`config.mk`:
```
export PLATFORM = sky130hd
export DESIGN_NAME = imu_frame_parser
export DESIGN_NICKNAME = d
export VERILOG_FILES = /design/src/rtl/core/imu_fp_pkg.sv /design/src/rtl/core/imu_frame_parser.sv
export SDC_FILE = /design/constraint.sdc
export NUM_CORES = 1
export LEC_CHECK = 0
export BUFFER_PORTS_ARGS = -buffer_cell sky130_fd_sc_hd__buf_2
export CORE_MARGIN = 3
export CORE_UTILIZATION = 35
export CTS_CLUSTER_SIZE = 12
export DETAILED_ROUTE_END_ITERATION = 12
export SLEW_MARGIN = 20
export SYNTH_ARGS = -nofsm -noshare
export SYNTH_HDL_FRONTEND = slang
export SYNTH_SLANG_ARGS = --single-unit
```
`constraint.sdc`:
```
create_clock -name aclk -period 21.9 [get_ports aclk]
set_input_delay 2.19 -clock aclk [delete_from_list [all_inputs] [get_ports aclk]]
set_output_delay 2.19 -clock aclk [all_outputs]
set_load 0.05 [all_outputs]
```
`src/rtl/core/imu_fp_pkg.sv`:
```
package imu_fp_pkg;

    // frame layout
    localparam logic [7:0] HDR_BYTE   = 8'h55;
    localparam logic [7:0] TYPE_ACCEL = 8'h51;
    localparam logic [7:0] TYPE_RATE  = 8'h52;
    localparam logic [7:0] TYPE_ANGLE = 8'h53;
    localparam logic [3:0] CHECK_POS  = 4'd10;
    localparam int         AXES       = 3;

    // full scale per kind, raw full scale is 2^RAW_SHIFT
    localparam int FS_W           = 12;
    localparam logic signed [FS_W-1:0] FS_ACCEL = 12'sd16;
    localparam logic signed [FS_W-1:0] FS_RATE  = 12'sd2000;
    localparam logic signed [FS_W-1:0] FS_ANGLE = 12'sd180;
    localparam logic signed [FS_W-1:0] FS_NONE  = 12'sd0;
    localparam int RAW_W          = 16;
    localparam int RAW_SHIFT      = 15;

    // output fixed point format
    localparam int OUT_FRAC_BITS  = 8;
    localparam int OUT_W          = 20;
    localparam int PROD_W         = RAW_W + FS_W + OUT_FRAC_BITS;

    typedef enum logic [1:0] {
        KIND_ACCEL   = 2'd0,
        KIND_RATE    = 2'd1,
        KIND_ANGLE   = 2'd2,
        KIND_UNKNOWN = 2'd3
    } kind_t;

    typedef logic signed [RAW_W-1:0] raw_t;
    typedef logic signed [OUT_W-1:0] value_t;

endpackage

```
`src/rtl/core/imu_frame_parser.sv`:
```
// channel   | direction | ports                                     | width
// ----------+-----------+-------------------------------------------+----------------------
// serial in | in        | s_valid s_ready s_in_byte                 | 8
// result    | out       | m_valid m_ready m_frame_type m_kind_code  | 8, 2
//           |           | m_value_x m_value_y m_value_z             | 20 each, signed
//           |           | m_frame_number                            | 32
//
// one byte is taken every cycle unless a stalled result holds a checksum byte;
// a frame costs 11 byte requests, and the result is registered and shows in the cycle after its checksum byte is taken
// the scaling (three small constant multiplies, a shift and a saturation) sits between
// the stored frame bytes and the result register
// synchronous active low reset puts the parser in header hunt, clears the
// running sum, the frame count and the result valid
// a stalled result blocks only a checksum byte; all other bytes keep flowing
module imu_frame_parser (
    input  logic        aclk,
    input  logic        aresetn,
    input  logic        s_valid,
    output logic        s_ready,
    input  logic [7:0]  s_in_byte,
    output logic        m_valid,
    input  logic        m_ready,
    output logic [7:0]  m_frame_type,
    output logic [1:0]  m_kind_code,
    output logic signed [imu_fp_pkg::OUT_W-1:0] m_value_x,
    output logic signed [imu_fp_pkg::OUT_W-1:0] m_value_y,
    output logic signed [imu_fp_pkg::OUT_W-1:0] m_value_z,
    output logic [31:0] m_frame_number
);

    // parser control state
    logic        in_frame_reg, in_frame_next;
    logic [3:0]  pos_reg, pos_next;
    logic [7:0]  sum_reg, sum_next;
    logic [31:0] count_reg, count_next;

    // stored frame bytes: type and the six data bytes (bytes 0, 8, 9 only feed the sum)
    logic [7:0]  type_reg;
    logic [7:0]  data_reg [0:5];

    // result register
    logic        m_valid_reg, m_valid_next;
    logic [7:0]  res_type_reg;
    imu_fp_pkg::kind_t  res_kind_reg;
    imu_fp_pkg::value_t res_val_reg [0:imu_fp_pkg::AXES-1];
    logic [31:0] res_count_reg;

    logic        take;
    logic        at_check;
    logic        frame_ok;
    imu_fp_pkg::kind_t kind;
    logic signed [imu_fp_pkg::FS_W-1:0] fs;
    imu_fp_pkg::value_t scaled [0:imu_fp_pkg::AXES-1];

    // scale one raw axis: floor(raw * fs * 2^frac / 2^15), saturated
    function automatic imu_fp_pkg::value_t scale_axis(
        input imu_fp_pkg::raw_t                    raw,
        input logic signed [imu_fp_pkg::FS_W-1:0] fsv
    );
        logic signed [imu_fp_pkg::RAW_W+imu_fp_pkg::FS_W-1:0] m;
        logic signed [imu_fp_pkg::PROD_W-1:0] p;
        logic signed [imu_fp_pkg::PROD_W-1:0] q;
        logic                                 fits;
        m = raw * fsv;
        p = imu_fp_pkg::PROD_W'(m) <<< imu_fp_pkg::OUT_FRAC_BITS;
        q = p >>> imu_fp_pkg::RAW_SHIFT;
        fits = (q[imu_fp_pkg::PROD_W-1:imu_fp_pkg::OUT_W-1] == '0)
            || (q[imu_fp_pkg::PROD_W-1:imu_fp_pkg::OUT_W-1] == '1);
        if (fits) begin
            scale_axis = q[imu_fp_pkg::OUT_W-1:0];
        end else if (q[imu_fp_pkg::PROD_W-1]) begin
            scale_axis = {1'b1, {(imu_fp_pkg::OUT_W-1){1'b0}}};
        end else begin
            scale_axis = {1'b0, {(imu_fp_pkg::OUT_W-1){1'b1}}};
        end
    endfunction

    // a checksum byte is the only one that can make a result
    assign at_check = in_frame_reg && (pos_reg >= imu_fp_pkg::CHECK_POS);
    assign s_ready  = !(at_check && m_valid_reg && !m_ready);
    assign take     = s_valid && s_ready;
    assign frame_ok = take && at_check && (sum_reg == s_in_byte);

    // type decode
    always_comb begin
        priority if (type_reg == imu_fp_pkg::TYPE_ACCEL) begin
            kind = imu_fp_pkg::KIND_ACCEL;
            fs   = imu_fp_pkg::FS_ACCEL;
        end else if (type_reg == imu_fp_pkg::TYPE_RATE) begin
            kind = imu_fp_pkg::KIND_RATE;
            fs   = imu_fp_pkg::FS_RATE;
        end else if (type_reg == imu_fp_pkg::TYPE_ANGLE) begin
            kind = imu_fp_pkg::KIND_ANGLE;
            fs   = imu_fp_pkg::FS_ANGLE;
        end else begin
            kind = imu_fp_pkg::KIND_UNKNOWN;
            fs   = imu_fp_pkg::FS_NONE;
        end
    end

    // little endian axes from data bytes
    always_comb begin
        for (int a = 0; a < imu_fp_pkg::AXES; a++) begin
            scaled[a] = scale_axis({data_reg[2*a+1], data_reg[2*a]}, fs);
        end
    end

    // parser next state
    always_comb begin
        in_frame_next = in_frame_reg;
        pos_next      = pos_reg;
        sum_next      = sum_reg;
        count_next    = count_reg;
        if (take) begin
            if (!in_frame_reg) begin
                if (s_in_byte == imu_fp_pkg::HDR_BYTE) begin
                    in_frame_next = 1'b1;
                    pos_next      = 4'd1;
                    sum_next      = s_in_byte;
                end
            end else if (!at_check) begin
                pos_next = pos_reg + 4'd1;
                sum_next = sum_reg + s_in_byte;
            end else begin
                // checksum byte, good or bad: back to hunting
                in_frame_next = 1'b0;
                pos_next      = 4'd0;
                sum_next      = 8'd0;
                if (frame_ok) begin
                    count_next = count_reg + 32'd1;
                end
            end
        end
    end

    // result valid: a new result only loads when the old one is gone or leaving
    always_comb begin
        if (frame_ok) begin
            m_valid_next = 1'b1;
        end else if (m_ready) begin
            m_valid_next = 1'b0;
        end else begin
            m_valid_next = m_valid_reg;
        end
    end

    always_ff @(posedge aclk) begin
        if (!aresetn) begin
            in_frame_reg <= 1'b0;
            pos_reg      <= 4'd0;
            sum_reg      <= 8'd0;
            count_reg    <= 32'd0;
            m_valid_reg  <= 1'b0;
        end else begin
            in_frame_reg <= in_frame_next;
            pos_reg      <= pos_next;
            sum_reg      <= sum_next;
            count_reg    <= count_next;
            m_valid_reg  <= m_valid_next;
        end
    end

    // frame byte capture by position
    always_ff @(posedge aclk) begin
        if (take && in_frame_reg && !at_check) begin
            if (pos_reg == 4'd1) begin
                type_reg <= s_in_byte;
            end
            for (int i = 0; i < 6; i++) begin
                if (pos_reg == 4'(i + 2)) begin
                    data_reg[i] <= s_in_byte;
                end
            end
        end
    end

    // result payload
    always_ff @(posedge aclk) begin
        if (frame_ok) begin
            res_type_reg  <= type_reg;
            res_kind_reg  <= kind;
            res_count_reg <= count_next;
            for (int a = 0; a < imu_fp_pkg::AXES; a++) begin
                res_val_reg[a] <= scaled[a];
            end
        end
    end

    assign m_valid        = m_valid_reg;
    assign m_frame_type   = res_type_reg;
    assign m_kind_code    = res_kind_reg;
    assign m_value_x      = res_val_reg[0];
    assign m_value_y      = res_val_reg[1];
    assign m_value_z      = res_val_reg[2];
    assign m_frame_number = res_count_reg;

`ifndef SYNTHESIS
    // a result appears only after a checksum byte is taken
    a_rise_after_check: assert property (@(posedge aclk) disable iff (!aresetn)
        $rose(m_valid_reg) |-> $past(take && at_check))
        else $error("result valid without checksum byte");

    // position stays within the frame
    a_pos_range: assert property (@(posedge aclk) disable iff (!aresetn)
        (pos_reg <= imu_fp_pkg::CHECK_POS) && (in_frame_reg || (pos_reg == 4'd0)))
        else $error("byte position out of range");

    // the frame count moves only together with a fresh result
    a_count_with_result: assert property (@(posedge aclk) disable iff (!aresetn)
        (count_reg != $past(count_reg)) |-> (m_valid_reg && (res_count_reg == count_reg)))
        else $error("frame count changed without result");

    // a pending result is never overwritten while stalled
    a_no_overwrite: assert property (@(posedge aclk) disable iff (!aresetn)
        (m_valid_reg && !m_ready) |-> !frame_ok)
        else $error("result overwritten while stalled");
`endif

endmodule

```
==> insert_results.sql <==
INSERT INTO impl_metrics (metric_group, metric, value, unit) VALUES
('outcome', 'outcome', 'complete, no violations', ''),
('layout', 'largest_register_ff_count', '60', ''),
('layout', 'final_core_util', '39.3', '%'),
('power', 'ir_drop', '0.0000514', 'V'),
('clocking', 'cts_resized', '0', ''),
('yosys', 'yosys_warning_total', '0', ''),
('clocking', 'cts_tree', 'done', ''),
('yosys', 'netlist_area', '23100', 'sq um'),
('timing', 'setup_total_negative_slack', '0', 'ns'),
('yosys', 'async_reset_ff_share', '0', '%'),
('layout', 'design.final.nets', '2968', ''),
('power', 'leakage', '12.5', 'nW'),
('clocking', 'clock_sink_count', '204', ''),
('yosys', 'synth_largest_area_cell', 'sky130_fd_sc_hd__fa_1', ''),
('route', 'dr_total_vias', '15461', ''),
('critical_path', 'worst-path-max-fanout', '74', ''),
('job', 'max_cap_violations', '0', ''),
('critical_path', 'cp-end-kind', 'register', ''),
('clocking', 'post-cts-setup-buffer-count', '0', ''),
('timing', 'final_min_period_over_clock_period', '37.7', '%'),
('timing', 'timing.final.hold_violations', '0', ''),
('floorplan', 'core_area', '64900', 'sq um'),
('yosys', 'synth.avg_cell_area', '9.89', 'sq um'),
('timing', 'fmax', '121', 'MHz'),
('power', 'comb_power_share', '1.7', '%'),
('power', 'pwr-share-clk', '52.0', '%'),
('critical_path', 'crit_start', 'type_reg[5]', ''),
('place', 'io_buffer_count', '115', ''),
('timing', 'worst_slew_pin_slew', '1.01', 'ns'),
('clocking', 'worstSkewPairLatency', '0.58', 'ns'),
('route', 'drc', '0', ''),
('route', 'drt_first_iter_violations', '659', ''),
('global_route', 'first_global_vias', '16655', ''),
('critical_path', 'critical_path_required', '22.18', 'ns'),
('floorplan', 'core.rowCount', '93', ''),
('power', 'seqPwrFrac', '46.3', '%'),
('critical_path', 'worst-setup-path-type', 'reg2reg', ''),
('layout', 'syn_to_final_growth', '10.4', '%'),
('timing', 'fin_hold_ws', '0.461', 'ns'),
('clocking', 'numCtsBuffers', '26', ''),
('timing', 'period_minus_slack', '8.26', 'ns'),
('clocking', 'cts_max_level', '1', ''),
('route', 'detailedRoute.firstPassIterationCount', '4', ''),
('yosys', 'ys_ff_latch', '204', ''),
('critical_path', 'crit_path_start_kind', 'register', ''),
('yosys', 'synth_area_leaders', 'sky130_fd_sc_hd__fa_1 25%, sky130_fd_sc_hd__edfxtp_1 21%, sky130_fd_sc_hd__ha_1 14%, sky130_fd_sc_hd__inv_1 8.3%, sky130_fd_sc_hd__xnor2_1 4.8%', ''),
('layout', 'n_fill_cell', '6375', ''),
('place', 'post_dp_hpwl', '39100', 'um'),
('yosys', 'ys_top_cells_by_count', '513 x sky130_fd_sc_hd__inv_1, 285 x sky130_fd_sc_hd__fa_1, 253 x sky130_fd_sc_hd__ha_1, 158 x sky130_fd_sc_hd__edfxtp_1, 127 x sky130_fd_sc_hd__xnor2_1', ''),
('min_path', 'hold_path.class', 'reg2reg', ''),
('global_route', 'grt.total_usage', '14.3', '%'),
('place', 'gp_routability_congestion', '0.865', ''),
('timing', 'fin_worst_skew', '0.0311', 'ns'),
('timing', 'timing.final.setup_violations', '0', ''),
('yosys', 'synth_edf_count', '158', ''),
('global_route', 'grt_overflow_total', '0', ''),
('place', 'post_dp_cell_area', '24600', 'sq um'),
('power', 'power.switching_fraction', '20.9', '%'),
('yosys', 'synth_sequential_area_ratio', '24.5', '%'),
('floorplan', 'chipHeight', '263', 'um'),
('clocking', 'cts.reportedPaths.clkPinSlew', '0.06', 'ns'),
('clocking', 'cts_hold_buf', '0', ''),
('power', 'power.internal', '709', 'uW'),
('clocking', 'clock_path_buffers', '3', ''),
('clocking', 'cts_root_buffer', 'sky130_fd_sc_hd__clkbuf_16', ''),
('yosys', 'ys.flop_type', 'sky130_fd_sc_hd__edfxtp_1', ''),
('power', 'pwr_density_cell', '35.1', 'nW/um^2'),
('timing', 'slew_headroom', '32.6', '%'),
('layout', 'share_of_final_layout_standard_cells_stronger_than_drive_strength_1', '8.00', '%'),
('floorplan', 'floorplan.initialDensity', '35.6', '%'),
('floorplan', 'die_area', '69200', 'sq um');
-- power groups by stage --
stage	registers (mW)	logic, mW	clock network [mW]
6_report	0.415	0.0150	0.466
2_1_floorplan	0.423	0.00865	0
4_1_cts	0.415	0.0152	0.480
5_1_grt	0.415	0.0168	0.495
3_5_place_dp	0.423	0.0152	0
3_3_place_gp	0.423	0.0149	0
-- area by class of cell --
| type | count | area [sq um] | area share, % |
|---|---|---|---|
| clock buffer | 33 | 708 | 2.77 |
| multi-input combinational | 1549 | 15300 | 59.8 |
| sequential | 204 | 5670 | 22.2 |
| antenna | 6 | 15.0 | 0.0588 |
| inverter | 513 | 1930 | 7.54 |
| timing repair buffer | 124 | 643 | 2.52 |
| clock inverter | 15 | 239 | 0.936 |
| tap | 855 | 1070 | 4.19 |
-- layer usage --
metal / up-vias / global-route usage, % / share of wire (%)
met5: - / 0 / 0.097
met4: 6 / 2.98 / 1.9
met3: 58 / 3.15 / 6.1
met2: 267 / 24.4 / 47
met1: 7522 / 18.7 / 44
li1: 7608 / - / -
-- worst paths after layout --
path | to | slack (ns) | cells past startpoint
setup / recovery | res_val_reg[0][44] | 13.64 | 23
hold / removal | m_frame_type[3] | 0.46 | 0
setup reg to reg | res_val_reg[0][44] | 13.64 | 23
hold reg to reg | m_frame_type[3] | 0.46 | 0
-- through the flow --
step / power (mW) / worst slack, ns / cells
after floorplan: 0.432 / 11.15 / 2340
after global placement: 0.438 / 13.92 / 3245
after detailed placement: 0.438 / 13.69 / 3245
after CTS: 0.910 / 13.63 / 3293
after global routing: 0.927 / 13.08 / 3296
final: 0.896 / 13.64 / 3299
-- logic make-up after synthesis --
kind of cell	after synthesis	share of synthesized area (%)
fa+ha+maj	554	39.1
xor+xnor	176	6.76
flops	204	24.5
compound gates	268	7.19
other cells	2	0.0325
simple gates	546	12.7
buf+inv	587	9.64
mux	2	0.0974
-- critical path: stages (launching register included) --
cell and delay, ns:
sky130_fd_sc_hd__edfxtp_1 0.41, sky130_fd_sc_hd__nand4bb_4 0.30, sky130_fd_sc_hd__nor2_1 0.14, sky130_fd_sc_hd__buf_4 0.31
sky130_fd_sc_hd__nand2_1 0.60, sky130_fd_sc_hd__nor2_4 0.23, sky130_fd_sc_hd__buf_4 0.58, sky130_fd_sc_hd__and2_1 0.33
sky130_fd_sc_hd__fa_1 0.48, sky130_fd_sc_hd__fa_1 0.57, sky130_fd_sc_hd__fa_1 0.44, sky130_fd_sc_hd__fa_1 0.49
sky130_fd_sc_hd__inv_1 0.05, sky130_fd_sc_hd__fa_1 0.47, sky130_fd_sc_hd__inv_1 0.04, sky130_fd_sc_hd__ha_1 0.34
sky130_fd_sc_hd__a21o_1 0.20, sky130_fd_sc_hd__a21o_1 0.18, sky130_fd_sc_hd__a2111oi_0 0.56, sky130_fd_sc_hd__o31ai_1 0.18
sky130_fd_sc_hd__o221ai_1 0.21, sky130_fd_sc_hd__xnor2_1 0.19, sky130_fd_sc_hd__nor2_2 0.47, sky130_fd_sc_hd__o21ai_0 0.19
-- cell usage in the layout (no fill, tap or decap), types with 60 or more instances in the layout --
master / synthesis / routed
sky130_fd_sc_hd__and2_1: 123 / 123
sky130_fd_sc_hd__ha_1: 253 / 253
sky130_fd_sc_hd__edfxtp_1: 158 / 158
sky130_fd_sc_hd__nor2b_1: 60 / 60
sky130_fd_sc_hd__nand2_1: 95 / 95
sky130_fd_sc_hd__buf_2: 5 / 115
sky130_fd_sc_hd__nor2_1: 109 / 108
sky130_fd_sc_hd__inv_1: 513 / 513
sky130_fd_sc_hd__xnor2_1: 127 / 127
sky130_fd_sc_hd__a21oi_1: 100 / 100
sky130_fd_sc_hd__fa_1: 285 / 285
No activity file was read; power rests on OpenSTA's default activity.
